File: src/hdl/pzs_pkg.sv
// Package for the pitch zone servo controller: fixed codes, constants and
// the control/status types shared by the top level and the serial MAC.
// No dependencies.
package pzs_pkg;

    localparam logic [7:0] HDR_SYNC   = 8'h55;
    localparam logic [7:0] KIND_ANGLE = 8'h53;

    // Register indexes on the configuration port
    localparam logic [1:0] REG_INNER_GAIN  = 2'd0;
    localparam logic [1:0] REG_OUTER_GAIN  = 2'd1;
    localparam logic [1:0] REG_RATE_GAIN   = 2'd2;
    localparam logic [1:0] REG_TRIM_OFFSET = 2'd3;

    localparam logic signed [15:0] INNER_GAIN_RST  = 16'sd102;
    localparam logic signed [15:0] OUTER_GAIN_RST  = 16'sd1024;
    localparam logic signed [15:0] RATE_GAIN_RST   = 16'sd0;
    localparam logic signed [15:0] TRIM_OFFSET_RST = 16'sd1280;

    // Zone codes
    localparam logic [1:0] ZONE_INNER = 2'd0;
    localparam logic [1:0] ZONE_UP    = 2'd1;
    localparam logic [1:0] ZONE_DOWN  = 2'd2;
    localparam logic [1:0] ZONE_HELD  = 2'd3;

    // Servo scale 8.6469 and base 1503.2, both in Q16
    localparam logic [19:0] SERVO_GAIN = 20'd566683;
    localparam logic [26:0] SERVO_BASE = 27'd98513715;

    // Multiplier digits: 16-bit signed gains and the 20-bit unsigned servo
    // scale both fit a 21-bit two's complement multiplier.
    localparam int MUL_W = 21;
    localparam int CNT_W = $clog2(MUL_W);

    typedef struct packed {
        logic busy;
        logic done;
    } pzs_mac_sts_t;

endpackage

File: src/hdl/pzs_mac.sv
// Bit-serial multiply-accumulate: acc = init + opa*mula + opb*mulb,
// one multiplier bit per cycle, MSB weighted negative.
// Depends on pzs_pkg.
module pzs_mac
    import pzs_pkg::*;
#(
    parameter int ACC_W = 48
) (
    input  logic                    aclk,
    input  logic                    aresetn,
    input  logic                    load,
    input  logic signed [ACC_W-1:0] init_acc,
    input  logic signed [ACC_W-1:0] opa,
    input  logic signed [ACC_W-1:0] opb,
    input  logic [MUL_W-1:0]        mula,
    input  logic [MUL_W-1:0]        mulb,
    output logic signed [ACC_W-1:0] acc,
    output pzs_mac_sts_t            sts
);

    logic                    busy_reg, busy_next;
    logic [CNT_W-1:0]        cnt_reg, cnt_next;
    logic signed [ACC_W-1:0] acc_reg, acc_next;
    logic signed [ACC_W-1:0] opa_reg, opa_next;
    logic signed [ACC_W-1:0] opb_reg, opb_next;
    logic [MUL_W-1:0]        mula_reg, mula_next;
    logic [MUL_W-1:0]        mulb_reg, mulb_next;
    logic                    last;
    logic signed [ACC_W-1:0] ppa, ppb;

    assign last = (cnt_reg == CNT_W'(MUL_W - 1));
    assign ppa  = mula_reg[0] ? opa_reg : '0;
    assign ppb  = mulb_reg[0] ? opb_reg : '0;

    always_comb begin
        busy_next = busy_reg;
        cnt_next  = cnt_reg;
        acc_next  = acc_reg;
        opa_next  = opa_reg;
        opb_next  = opb_reg;
        mula_next = mula_reg;
        mulb_next = mulb_reg;
        if (load) begin
            busy_next = 1'b1;
            cnt_next  = '0;
            acc_next  = init_acc;
            opa_next  = opa;
            opb_next  = opb;
            mula_next = mula;
            mulb_next = mulb;
        end else if (busy_reg) begin
            acc_next  = last ? (acc_reg - ppa - ppb) : (acc_reg + ppa + ppb);
            opa_next  = opa_reg <<< 1;
            opb_next  = opb_reg <<< 1;
            mula_next = mula_reg >> 1;
            mulb_next = mulb_reg >> 1;
            cnt_next  = cnt_reg + CNT_W'(1);
            if (last) begin
                busy_next = 1'b0;
            end
        end
    end

    always_ff @(posedge aclk) begin
        if (!aresetn) begin
            busy_reg <= 1'b0;
            cnt_reg  <= '0;
        end else begin
            busy_reg <= busy_next;
            cnt_reg  <= cnt_next;
        end
    end

    always_ff @(posedge aclk) begin
        acc_reg  <= acc_next;
        opa_reg  <= opa_next;
        opb_reg  <= opb_next;
        mula_reg <= mula_next;
        mulb_reg <= mulb_next;
    end

    assign acc      = acc_reg;
    assign sts.busy = busy_reg;
    assign sts.done = busy_reg & last;

endmodule

File: src/hdl/pitch_zone_servo_controller_top.sv
// Pitch zone servo controller top level: packet decode, head angle, trim,
// zone rule and servo scaling around one shared bit-serial MAC.
// Depends on pzs_pkg and pzs_mac.
//
//  channel  direction  handshake              contents
//  s_       in         s_valid / s_ready      frame_header, packet_kind, pitch_raw
//  m_       out        m_valid / m_ready      servo_compare, drive_angle, zone, trim_latched
//  cfg_     in         cfg_wr_en              cfg_index, cfg_wdata
//
// A transaction with header 0x55 runs decode, the drive MAC pass (skipped in
// the held zone) and the servo MAC pass before s_ready rises again.
// A transaction with any other header is dropped in its accept cycle.
// Synchronous active-low reset clears state and loads default gains.
// The result sits in an output register; a stalled m_ready only holds the
// block once the next result is finished.
module pitch_zone_servo_controller_top
    import pzs_pkg::*;
#(
    parameter int ANGLE_FRAC_BITS = 8
) (
    input  logic               aclk,
    input  logic               aresetn,
    input  logic               s_valid,
    output logic               s_ready,
    input  logic [7:0]         s_frame_header,
    input  logic [7:0]         s_packet_kind,
    input  logic signed [15:0] s_pitch_raw,
    output logic               m_valid,
    input  logic               m_ready,
    output logic [15:0]        m_servo_compare,
    output logic signed [18:0] m_drive_angle,
    output logic [1:0]         m_zone,
    output logic               m_trim_latched,
    input  logic               cfg_wr_en,
    input  logic [1:0]         cfg_index,
    input  logic [15:0]        cfg_wdata
);

    localparam int F         = ANGLE_FRAC_BITS;
    localparam int TRIM_W    = (F + 8 > 16) ? F + 8 : 16;
    localparam int X_W       = ((TRIM_W > 19) ? TRIM_W : 19) + 1;
    localparam int TRIM_SHL  = (F >= 8) ? F - 8 : 0;
    localparam int TRIM_SHR  = (F >= 8) ? 0 : 8 - F;
    localparam int ACC_A     = (20 + X_W > 28 + F) ? 20 + X_W : 28 + F;
    localparam int ACC_W     = ((ACC_A > 39) ? ACC_A : 39) + 1;

    localparam logic signed [19:0] LIM5  = 20'(5 << F);
    localparam logic signed [19:0] LIM10 = 20'(10 << F);
    localparam logic signed [19:0] LIM25 = 20'(25 << F);
    localparam logic signed [21:0] LIM2  = 22'(2 << F);
    localparam logic signed [24:0] PIT_HI = 25'sd524287;
    localparam logic signed [24:0] PIT_LO = -25'sd524288;
    localparam logic signed [20:0] HEAD_HI = 21'sd524287;
    localparam logic signed [20:0] HEAD_LO = -21'sd524288;
    localparam logic signed [ACC_W-1:0] DRV_HI = ACC_W'(262143);
    localparam logic signed [ACC_W-1:0] DRV_LO = -DRV_HI - ACC_W'(1);
    localparam logic signed [ACC_W-1:0] SRV_HI = ACC_W'(65535);

    typedef enum logic [10:0] {
        ST_IDLE  = 11'b000_0000_0001,
        ST_MUL   = 11'b000_0000_0010,
        ST_PITCH = 11'b000_0000_0100,
        ST_HEAD  = 11'b000_0000_1000,
        ST_RATE  = 11'b000_0001_0000,
        ST_LOAD  = 11'b000_0010_0000,
        ST_MAC   = 11'b000_0100_0000,
        ST_DRIVE = 11'b000_1000_0000,
        ST_SLOAD = 11'b001_0000_0000,
        ST_SMAC  = 11'b010_0000_0000,
        ST_OUT   = 11'b100_0000_0000
    } state_t;

    state_t state_reg, state_next;

    logic signed [15:0] inner_gain_reg, inner_gain_next;
    logic signed [15:0] outer_gain_reg, outer_gain_next;
    logic signed [15:0] rate_gain_reg, rate_gain_next;
    logic signed [15:0] trim_offset_reg, trim_offset_next;

    logic signed [19:0] pitch_reg, pitch_next;
    logic signed [19:0] lvl_trim_reg, lvl_trim_next;
    logic signed [19:0] prev1_reg, prev1_next;
    logic signed [19:0] prev2_reg, prev2_next;
    logic signed [19:0] held_reg, held_next;
    logic               m_valid_reg, m_valid_next;

    logic [7:0]         kind_reg, kind_next;
    logic signed [15:0] raw_reg, raw_next;
    logic signed [23:0] p180_reg, p180_next;
    logic signed [19:0] head_reg, head_next;
    logic signed [21:0] r2_reg, r2_next;
    logic [1:0]         zone_reg, zone_next;
    logic signed [19:0] xsel_reg, xsel_next;
    logic               latched_reg, latched_next;
    logic signed [18:0] drive_reg, drive_next;
    logic [15:0]        m_servo_reg, m_servo_next;
    logic signed [18:0] m_drive_reg, m_drive_next;
    logic [1:0]         m_zone_reg, m_zone_next;
    logic               m_latched_reg, m_latched_next;

    logic                    mac_load;
    logic signed [ACC_W-1:0] mac_init, mac_opa, mac_opb, mac_acc;
    logic [MUL_W-1:0]        mac_mula, mac_mulb;
    pzs_mac_sts_t            mac_sts;

    logic signed [24:0]      pit_rnd;
    logic signed [19:0]      pit_sat;
    logic signed [20:0]      head_sum;
    logic signed [19:0]      head_sat;
    logic signed [ACC_W-1:0] ig_ext, c20;
    logic signed [ACC_W-1:0] drv_rnd;
    logic signed [18:0]      drv_sat;
    logic signed [X_W-1:0]   trim_q, x_val;
    logic signed [ACC_W-1:0] srv_shr;
    logic [15:0]             srv_sat;

    // Pitch: round(raw*180 / 2^(15-F)), saturated
    assign pit_rnd = (25'(p180_reg) + 25'(1 << (14 - F))) >>> (15 - F);
    assign pit_sat = (pit_rnd > PIT_HI) ? 20'sh7FFFF :
                     (pit_rnd < PIT_LO) ? -20'sh80000 : 20'(pit_rnd);

    assign head_sum = 21'(pitch_reg) + 21'(lvl_trim_reg);
    assign head_sat = (head_sum > HEAD_HI) ? 20'sh7FFFF :
                      (head_sum < HEAD_LO) ? -20'sh80000 : 20'(head_sum);

    assign ig_ext = ACC_W'(inner_gain_reg);
    assign c20    = ((ig_ext <<< 4) + (ig_ext <<< 2)) <<< F;

    assign drv_rnd = (mac_acc + ACC_W'(256)) >>> 9;
    assign drv_sat = (drv_rnd > DRV_HI) ? 19'sh3FFFF :
                     (drv_rnd < DRV_LO) ? -19'sh40000 : 19'(drv_rnd);

    assign trim_q = (X_W'(trim_offset_reg) <<< TRIM_SHL) >>> TRIM_SHR;
    assign x_val  = trim_q - X_W'(drive_reg);

    assign srv_shr = mac_acc >>> (16 + F);
    assign srv_sat = (srv_shr < 0) ? 16'h0000 :
                     (srv_shr > SRV_HI) ? 16'hFFFF : srv_shr[15:0];

    always_comb begin
        state_next       = state_reg;
        inner_gain_next  = inner_gain_reg;
        outer_gain_next  = outer_gain_reg;
        rate_gain_next   = rate_gain_reg;
        trim_offset_next = trim_offset_reg;
        pitch_next       = pitch_reg;
        lvl_trim_next    = lvl_trim_reg;
        prev1_next       = prev1_reg;
        prev2_next       = prev2_reg;
        held_next        = held_reg;
        m_valid_next     = m_valid_reg;
        kind_next        = kind_reg;
        raw_next         = raw_reg;
        p180_next        = p180_reg;
        head_next        = head_reg;
        r2_next          = r2_reg;
        zone_next        = zone_reg;
        xsel_next        = xsel_reg;
        latched_next     = latched_reg;
        drive_next       = drive_reg;
        m_servo_next     = m_servo_reg;
        m_drive_next     = m_drive_reg;
        m_zone_next      = m_zone_reg;
        m_latched_next   = m_latched_reg;
        mac_load         = 1'b0;
        mac_init         = '0;
        mac_opa          = '0;
        mac_opb          = '0;
        mac_mula         = '0;
        mac_mulb         = '0;

        if (cfg_wr_en) begin
            case (cfg_index)
                REG_INNER_GAIN:  inner_gain_next  = cfg_wdata;
                REG_OUTER_GAIN:  outer_gain_next  = cfg_wdata;
                REG_RATE_GAIN:   rate_gain_next   = cfg_wdata;
                REG_TRIM_OFFSET: trim_offset_next = cfg_wdata;
                default: ;
            endcase
        end

        if (m_valid_reg && m_ready) begin
            m_valid_next = 1'b0;
        end

        case (state_reg)
            ST_IDLE: begin
                if (s_valid) begin
                    kind_next = s_packet_kind;
                    raw_next  = s_pitch_raw;
                    if (s_frame_header == HDR_SYNC) begin
                        state_next = ST_MUL;
                    end
                end
            end
            ST_MUL: begin
                // 180 = 128 + 32 + 16 + 4
                p180_next  = (24'(raw_reg) <<< 7) + (24'(raw_reg) <<< 5)
                           + (24'(raw_reg) <<< 4) + (24'(raw_reg) <<< 2);
                state_next = ST_PITCH;
            end
            ST_PITCH: begin
                if (kind_reg == KIND_ANGLE) begin
                    pitch_next = pit_sat;
                end
                state_next = ST_HEAD;
            end
            ST_HEAD: begin
                head_next  = head_sat;
                state_next = ST_RATE;
            end
            ST_RATE: begin
                r2_next = (22'(head_reg) <<< 1) - 22'(prev1_reg) - 22'(prev2_reg);
                if (head_reg > -LIM10 && head_reg < LIM10) begin
                    zone_next = ZONE_INNER;
                    xsel_next = head_reg;
                end else if (head_reg > -LIM25 && head_reg < -LIM10) begin
                    zone_next = ZONE_UP;
                    xsel_next = head_reg + LIM10;
                end else if (head_reg > LIM10 && head_reg < LIM25) begin
                    zone_next = ZONE_DOWN;
                    xsel_next = head_reg - LIM10;
                end else begin
                    zone_next = ZONE_HELD;
                    xsel_next = head_reg;
                end
                state_next = ST_LOAD;
            end
            ST_LOAD: begin
                latched_next = (head_reg > -LIM5) && (head_reg < LIM5)
                            && (r2_reg > -LIM2) && (r2_reg < LIM2);
                if (latched_next) begin
                    lvl_trim_next = head_reg;
                end
                prev2_next = prev1_reg;
                prev1_next = head_reg;
                mac_opa    = ACC_W'(xsel_reg) <<< 1;
                mac_opb    = -ACC_W'(r2_reg);
                mac_mulb   = MUL_W'(rate_gain_reg);
                case (zone_reg)
                    ZONE_INNER: begin
                        mac_init = '0;
                        mac_mula = MUL_W'(inner_gain_reg);
                    end
                    ZONE_UP: begin
                        mac_init = -c20;
                        mac_mula = MUL_W'(outer_gain_reg);
                    end
                    ZONE_DOWN: begin
                        mac_init = c20;
                        mac_mula = MUL_W'(outer_gain_reg);
                    end
                    default: begin
                        mac_init = '0;
                        mac_mula = '0;
                    end
                endcase
                if (zone_reg == ZONE_HELD) begin
                    state_next = ST_DRIVE;
                end else begin
                    mac_load   = 1'b1;
                    state_next = ST_MAC;
                end
            end
            ST_MAC: begin
                if (mac_sts.done) begin
                    state_next = ST_DRIVE;
                end
            end
            ST_DRIVE: begin
                drive_next = (zone_reg == ZONE_HELD) ? 19'(held_reg) : drv_sat;
                held_next  = 20'(drive_next);
                state_next = ST_SLOAD;
            end
            ST_SLOAD: begin
                mac_load   = 1'b1;
                mac_init   = ACC_W'(SERVO_BASE) <<< F;
                mac_opa    = ACC_W'(x_val);
                mac_mula   = MUL_W'(SERVO_GAIN);
                state_next = ST_SMAC;
            end
            ST_SMAC: begin
                if (mac_sts.done) begin
                    state_next = ST_OUT;
                end
            end
            ST_OUT: begin
                if (!m_valid_reg || m_ready) begin
                    m_valid_next   = 1'b1;
                    m_servo_next   = srv_sat;
                    m_drive_next   = drive_reg;
                    m_zone_next    = zone_reg;
                    m_latched_next = latched_reg;
                    state_next     = ST_IDLE;
                end
            end
            default: begin
                state_next = ST_IDLE;
            end
        endcase
    end

    always_ff @(posedge aclk) begin
        if (!aresetn) begin
            state_reg       <= ST_IDLE;
            inner_gain_reg  <= INNER_GAIN_RST;
            outer_gain_reg  <= OUTER_GAIN_RST;
            rate_gain_reg   <= RATE_GAIN_RST;
            trim_offset_reg <= TRIM_OFFSET_RST;
            pitch_reg       <= '0;
            lvl_trim_reg    <= '0;
            prev1_reg       <= '0;
            prev2_reg       <= '0;
            held_reg        <= '0;
            m_valid_reg     <= 1'b0;
        end else begin
            state_reg       <= state_next;
            inner_gain_reg  <= inner_gain_next;
            outer_gain_reg  <= outer_gain_next;
            rate_gain_reg   <= rate_gain_next;
            trim_offset_reg <= trim_offset_next;
            pitch_reg       <= pitch_next;
            lvl_trim_reg    <= lvl_trim_next;
            prev1_reg       <= prev1_next;
            prev2_reg       <= prev2_next;
            held_reg        <= held_next;
            m_valid_reg     <= m_valid_next;
        end
    end

    always_ff @(posedge aclk) begin
        kind_reg      <= kind_next;
        raw_reg       <= raw_next;
        p180_reg      <= p180_next;
        head_reg      <= head_next;
        r2_reg        <= r2_next;
        zone_reg      <= zone_next;
        xsel_reg      <= xsel_next;
        latched_reg   <= latched_next;
        drive_reg     <= drive_next;
        m_servo_reg   <= m_servo_next;
        m_drive_reg   <= m_drive_next;
        m_zone_reg    <= m_zone_next;
        m_latched_reg <= m_latched_next;
    end

    pzs_mac #(
        .ACC_W (ACC_W)
    ) u_mac (
        .aclk     (aclk),
        .aresetn  (aresetn),
        .load     (mac_load),
        .init_acc (mac_init),
        .opa      (mac_opa),
        .opb      (mac_opb),
        .mula     (mac_mula),
        .mulb     (mac_mulb),
        .acc      (mac_acc),
        .sts      (mac_sts)
    );

    assign s_ready         = (state_reg == ST_IDLE);
    assign m_valid         = m_valid_reg;
    assign m_servo_compare = m_servo_reg;
    assign m_drive_angle   = m_drive_reg;
    assign m_zone          = m_zone_reg;
    assign m_trim_latched  = m_latched_reg;

`ifndef SYNTHESIS
    a_mac_load_idle: assert property (@(posedge aclk) disable iff (!aresetn)
        mac_load |-> !mac_sts.busy)
        else $error("MAC loaded while busy");

    a_ready_mac_idle: assert property (@(posedge aclk) disable iff (!aresetn)
        s_ready |-> !mac_sts.busy)
        else $error("input ready while MAC busy");

    a_result_from_out: assert property (@(posedge aclk) disable iff (!aresetn)
        $rose(m_valid_reg) |-> $past(state_reg == ST_OUT))
        else $error("result raised outside output state");

    a_latch_inner: assert property (@(posedge aclk) disable iff (!aresetn)
        (m_valid_reg && m_trim_latched) |-> (m_zone == ZONE_INNER))
        else $error("trim latched outside inner zone");
`endif

endmodule

File: config.mk
export PLATFORM = sky130hd
export DESIGN_NAME = pitch_zone_servo_controller_top
export DESIGN_NICKNAME = d
export VERILOG_FILES = /design/src/hdl/pzs_pkg.sv /design/src/hdl/pzs_mac.sv /design/src/hdl/pitch_zone_servo_controller_top.sv
export SDC_FILE = /design/constraint.sdc
export NUM_CORES = 2
export LEC_CHECK = 0
export BUFFER_PORTS_ARGS = -buffer_cell sky130_fd_sc_hd__buf_2
export CAP_MARGIN = 20
export CORE_MARGIN = 2
export CORE_UTILIZATION = 45
export DETAILED_ROUTE_END_ITERATION = 8
export PLACE_DENSITY = 0.62
export REMOVE_ABC_BUFFERS = 1
export SKIP_LAST_GASP = 1
export SLEW_MARGIN = 20
export SYNTH_ARGS = -nofsm -noshare
export SYNTH_HDL_FRONTEND = slang
export SYNTH_SLANG_ARGS = --single-unit
File: constraint.sdc
create_clock -name aclk -period 6.85 [get_ports aclk]
set_input_delay 1.37 -clock aclk [delete_from_list [all_inputs] [get_ports aclk]]
set_output_delay 1.37 -clock aclk [all_outputs]
set_load 0.05 [all_outputs]
-- Word level (Yosys, flattened, before mapping)
Index checks and enable logic that the tools add are counted.
- register bits after elaboration: 516
- bits of input ports: 55
- logic and storage cells: 167
- $add $sub $neg: 19
- magnitude comparators: 18
- eq/ne operators: 25
- mux-type cells: 47
- bitwise operators: 2
- reductions and logical operators: 24
- operator list (cell ; count):
    41-bit 2-to-1 mux ; 10
    41-bit case mux with 2 select lines ; 3
    11-bit case mux with 11 select lines ; 1
    20-bit 2-to-1 mux ; 6
    21-bit 2-to-1 mux ; 5
    21-bit case mux with 2 select lines ; 2
    41-bit adder ; 2
    41-bit subtractor ; 2
    19-bit 2-to-1 mux ; 3
    11-bit 2-to-1 mux ; 5
    41-bit by 10-bit adder with 41-bit output (second input constant) ; 1
    22-bit negator with 41-bit output ; 1
    29-bit negator with 41-bit output ; 1
    20-bit by 13-bit > comparator with 1-bit output (second input constant) ; 2
    20-bit by 13-bit less-than comparator with 1-bit output (second input constant) ; 2
    32-bit by 19-bit > comparator with 1-bit output (second input constant) ; 1
    32-bit by 19-bit less-than comparator with 1-bit output (second input constant) ; 1
    24-bit by 8-bit adder with 25-bit output (second input constant) ; 1
    23-bit by 21-bit adder with 24-bit output ; 1
    24-bit by 18-bit adder with 24-bit output ; 1
    24-bit by 20-bit adder with 24-bit output ; 1
    22-bit by 10-bit > comparator with 1-bit output (second input constant) ; 1
    22-bit by 11-bit less-than comparator with 1-bit output (second input constant) ; 1
    21-bit by 20-bit subtractor with 22-bit output ; 1
    48 further kinds ; 80

-- Logic depth before layout (Yosys ltp)
- depth in word-level cells: 6
- mapped depth: 18
- gate-level depth less buffers: 16

-- Hierarchy
A second synthesis with hierarchy kept.
- cells, all modules: 3620
- area, all modules: 34901.0 µm²
- modules (own cells, without submodules) (module ; times used ; cells an instance ; area each (µm²) ; sequential area each (µm²)):
    pitch_zone_servo_controller_top ; 1 ; 2249 ; 20743.6 ; 8408.1
    pzs_mac ; 1 ; 1371 ; 14157.3 ; 5074.9

-- Worst setup path before layout
No wires, ideal clock.
- path type: flip-flop to flip-flop
- start point: register state_reg[6]
- end point: register u_mac.acc_reg[0] (netlist: u_mac.acc[0]) (enable)
- library setup time: 554 ps
- data arrival time: 5729 ps
- data required time: 6296 ps
- path slack: 567 ps
- stages on the path, launching flop included: 10
- cell sequence: dfxtp_1 or3_1 nor4_1 and3b_1 clkbuf_1 nand2b_1 and2_1 clkbuf_1 clkbuf_1 nand2b_1
- cells in the longest elaborated chain, start to end: 3
- ends and longest elaborated chain (what ; RTL line ; RTL):
    from (decl) ; pitch_zone_servo_controller_top.sv:73 ; state_t state_reg, state_next;
    from (signal assigned) ; pitch_zone_servo_controller_top.sv:317 ; state_reg <= state_next;
    11-bit by 9-bit equality test with 1-bit output / 11-bit by 6-bit equality test with 1-bit output (equally long branches) ; pitch_zone_servo_controller_top.sv:186 ; case (state_reg)
    1-bit case mux with 2 select lines (*) ; pitch_zone_servo_controller_top.sv:186 ;
    2-bit nonzero test (no line) (*) ; n/a ;
    to (signal assigned) ; pzs_mac.sv:75 ; acc_reg <= acc_next;
    to (decl) ; pzs_mac.sv:23 ; logic signed [ACC_W-1:0] acc_reg, acc_next;
Mark *: on every way between the ends. The rest lies on a longest branch, timed or not.
A chain may end at the register's enable or synchronous reset.

-- Worst setup path after layout
- start point: register u_mac.mula_reg[0]
- end point: register u_mac.acc_reg[37] (netlist: u_mac.acc[37]), data pin
- cells in the longest elaborated chain, start to end: 6
- ends and longest elaborated chain (what ; RTL line ; RTL):
    from (decl) ; pzs_mac.sv:26 ; logic [MUL_W-1:0] mula_reg, mula_next;
    from (signal assigned) ; pzs_mac.sv:78 ; mula_reg <= mula_next;
    41-bit 2-to-1 mux (*) ; pzs_mac.sv:32 ; assign ppa = mula_reg[0] ? opa_reg : '0;
    41-bit adder / 41-bit subtractor (equally long branches) (2 in a row) ; pzs_mac.sv:52 ; acc_next = last ? (acc_reg - ppa - ppb) : (acc_reg + ppa + ppb);
    41-bit 2-to-1 mux (*) ; pzs_mac.sv:52 ;
    41-bit 2-to-1 mux (*) ; pzs_mac.sv:51 ; end else if (busy_reg) begin
    41-bit 2-to-1 mux (*) ; pzs_mac.sv:43 ; if (load) begin
    named net u_mac.acc_next[37] ; pzs_mac.sv:23 ;
Mark *: on every way through the listed nets, which the timed path passes. The rest lies on a longest branch. The select of a mux whose other input is x is not followed.

==> flow_summary_export.csv <==
group,metric,value,unit
run_status,outcome,"complete, no violations",
die,initial_core_util,45.6,%
timing,period_needed,5170,ps
critical_path,cp-start-kind,"flop",
logic_synthesis,yosys.area.top_type,"edfxtp_1",
clock_tree,clkTransAtPathRegs,60,ps
logic_synthesis,synth_adder_area_share,15.0,%
clock_tree,ctsHoldBuffers,0,
logic_synthesis,synth_top_area_share,29.0,%
timing,hold_viol,0,
place,numPortBuffers,94,
timing,clock.fmax,193,MHz
die,die_w,279,µm
critical_path,crit_chain,"and2_1 -> inv_1 -> fa_1 -> inv_1 -> ha_1 -> fa_1 -> a211oi_1 -> o211ai_1 -> and3b_1 -> o21ai_1 -> a31oi_1 -> a311oi_1 -> o21ai_1 -> a31oi_1 -> or4_1 -> nand3_1",
die,die_y,279,µm
power,p_leak,15.2,nW
logic_synthesis,synthXorXnorAreaFrac,5.60,%
clock_tree,cts_tree,"yes",
clock_tree,ctsResizeCount,0,
clock_tree,clock_path_buffers,3,
die,core_area,74700,µm²
routing,vias,26200,
logic_synthesis,synth-edff-count,329,
critical_path,path_class,"reg -> reg",
cells_and_area,fin_nets,4065,
critical_path,r2r-start,"u_mac.mula_reg[0]",
routing,remaining_drc_errors,0,
clock_tree,h-tree-depth,2,
routing,routed_via_density,5.57,
logic_synthesis,netlist_area,34100,µm²
critical_path,endpoint_kind,"flop",
cells_and_area,fin_util,50.0,%
logic_synthesis,ys_seq_area_share,39.6,%
timing,fin_skew,55.4,ps
routing,routed_wl,87500,µm
logic_synthesis,synthSimpleGateAreaFrac,16.7,%
logic_synthesis,syn_area_per_cell,9.32,µm²
power,power_density,184,nW/µm²
timing,hold_slack,450,ps
power,vdd_ir_drop_max,0.000215,V
timing,grt_setup_unrepaired,"no",
logic_synthesis,yosys-top-cells-count,"nand2_1 (597), edfxtp_1 (329), inv_1 (326)",
global_routing,grt_overflow_total,0,
routing,drt_iter0_markers,2005,
critical_path,cp_slowest_stage_delay,850,ps
logic_synthesis,synth-main-ff-cell,"edfxtp_1",
logic_synthesis,yosysMostFrequentCell,"nand2_1",
logic_synthesis,synth.ff_latch_count,509,
clock_tree,cts_setup_buffers,0,
power,p_int,5.26,mW
timing,slew_headroom,33.7,%
global_routing,grt_max_degree,93,
die,rows,100,
logic_synthesis,syn_inst,3654,
critical_path,cpMaxStageDelayCell,"edfxtp_1",
die,die-area,77900,µm²
power,p_sw_share,23.4,%
logic_synthesis,yosysWarnings,0,
min_path,holdCritPathClass,"reg -> reg",
routing,wire_per_inst,18.6,µm
global_routing,grt_usage,22.5,%
timing,fin_crit_sh,75.5,%
timing,tightest_slew,994,ps
clock_tree,clkSinkCount,509,
job,max_cap_violations,0,
min_path,hold_depth,0,
global_routing,antenna_found_initial,0,
global_routing,grt_pass1_wl,140000,µm
global_routing,grt.met3_usage,2.99,%
timing,setup_tns,0,ps
logic_synthesis,async_reset_ff_share,0,%
power,seqPwrFrac,48.0,%
die,pin_count,95,
critical_path,critical_path_peak_fanout,17,
clock_tree,insertion_delay,660,ps
critical_path,crit_path_end,"u_mac.acc[37]",
place,dp_hpwl,64900,µm
power,power_frac_clock,45.4,%
critical_path,ff2ff_path_depth,16,
critical_path,crit_start,"u_mac.mula_reg[0]",
critical_path,r2r_end,"u_mac.acc[37]",
cells_and_area,area_growth,9.60,%
critical_path,required,7210,ps
cells_and_area,drive_gt1_share,6.97,%
logic_synthesis,synth_mux_area_share,0.353,%
power,p_sw,1.61,mW
global_routing,top_usage_layer,"met2",
critical_path,crit_arrival,5530,ps
critical_path,reg2reg_setup_slack,1680,ps
timing,setup_violations,0,
place,gp_congestion,0.901,
clock_tree,cts_root_buf,"clkbuf_16",
power,combPwrFrac,6.5,%
logic_synthesis,synth_top_family_by_area,"compound AO/OA/AOI/OAI gates",
clock_tree,cts_buffers,57,
timing,slew_violations,0,
routing,drtAntennaViolNets,0,
global_routing,grt_pass1_vias,25600,
logic_synthesis,synth_compound_area_share,17.4,%
global_routing,met1_usage,30.0,%
global_routing,grt_use_met2,37.8,%
logic_synthesis,synth_area_leaders,"edfxtp_1 (29%), dfxtp_1 (11%), fa_1 (7.7%)",
logic_synthesis,synth_cell_type_count,99,
routing,first_pass_iters,6,
-- logic make-up after synthesis --
group,Yosys count
xor gates and xnor gates,217
muxes,12
AOI/OAI and AO/OA,883
and+or+nand+nor,1225
DFF,509
buffers and inverters,477
adders and majority gates,331
-- cell type report --
cell class / count / area (µm²)
flip-flops and latches: 509 / 13500
multi-input cells: 2668 / 18800
diodes: 1 / 2.50
clock inverters: 40 / 412
well taps: 969 / 1210
fillers: 7025 / 37400
repair buffers: 120 / 681
clock buffers: 68 / 1490
inverters: 326 / 1220
-- worst max-delay path: cells and delay by family, from the launching register on --
family | cells | cell delay (ps)
AOI/OAI and AO/OA | 7 | 2030
adders and majority gates | 3 | 1170
DFF | 1 | 850
and+or+nand+nor | 4 | 740
buffers and inverters | 2 | 120
-- metal layers --
| layer | part of all wire [%] | routed length (µm) |
|---|---|---|
| met5 | 0 | 0 |
| met2 | 47 | 41300 |
| met4 | 3.0 | 2590 |
| met1 | 45 | 39200 |
| met3 | 5.1 | 4440 |
-- power groups by stage --
stage | clock network, mW | logic (mW) | registers, mW
2_1_floorplan | 0 | 0.327 | 3.36
3_3_place_gp | 0 | 0.441 | 3.37
3_5_place_dp | 0 | 0.450 | 3.37
4_1_cts | 3.19 | 0.451 | 3.30
5_1_grt | 3.31 | 0.513 | 3.30
6_report | 3.12 | 0.449 | 3.30
-- stage by stage --
stage	total power, mW	setup slack, ps	area, µm²	instances
finish	6.87	1680	37300	4701
global route	7.13	1380	37300	4700
CTS	6.94	1730	37300	4700
detailed placement	3.82	1740	35400	4592
floorplan	3.69	-2400	33500	3503
global placement	3.81	1870	35400	4592
-- worst min path at each step --
stage | from | to | slack (ps)
after floorplan | latched_reg | m_trim_latched | 400
after global routing | latched_reg | m_trim_latched | 460
after detailed placement | latched_reg | m_trim_latched | 430
after CTS | latched_reg | m_trim_latched | 450
final | latched_reg | m_trim_latched | 450
after global placement | latched_reg | m_trim_latched | 430
-- layout by cell type (no fill, tap or decap), types with 18 or more instances in the layout --
master / instances
nand2_1: 597
edfxtp_1: 329
inv_1: 326
a21oi_1: 203
nor2_1: 197
ha_1: 197
dfxtp_1: 180
o21ai_0: 148
fa_1: 131
xnor2_1: 129
a21boi_0: 128
nand3_1: 113
buf_2: 93
xor2_1: 87
a21o_1: 68
clkbuf_16: 57
nor3_1: 44
o211ai_1: 40
a22oi_1: 40
and2_1: 37
and3_1: 36
nand2b_1: 28
o21bai_1: 27
a211oi_1: 26
nand4_1: 26
buf_4: 26
o21a_1: 22
nor4_1: 22
or3_1: 22
a31oi_1: 21
nor2b_1: 20
o21ai_1: 18
o221a_1: 18
No activity file was read; power rests on OpenSTA's default activity.
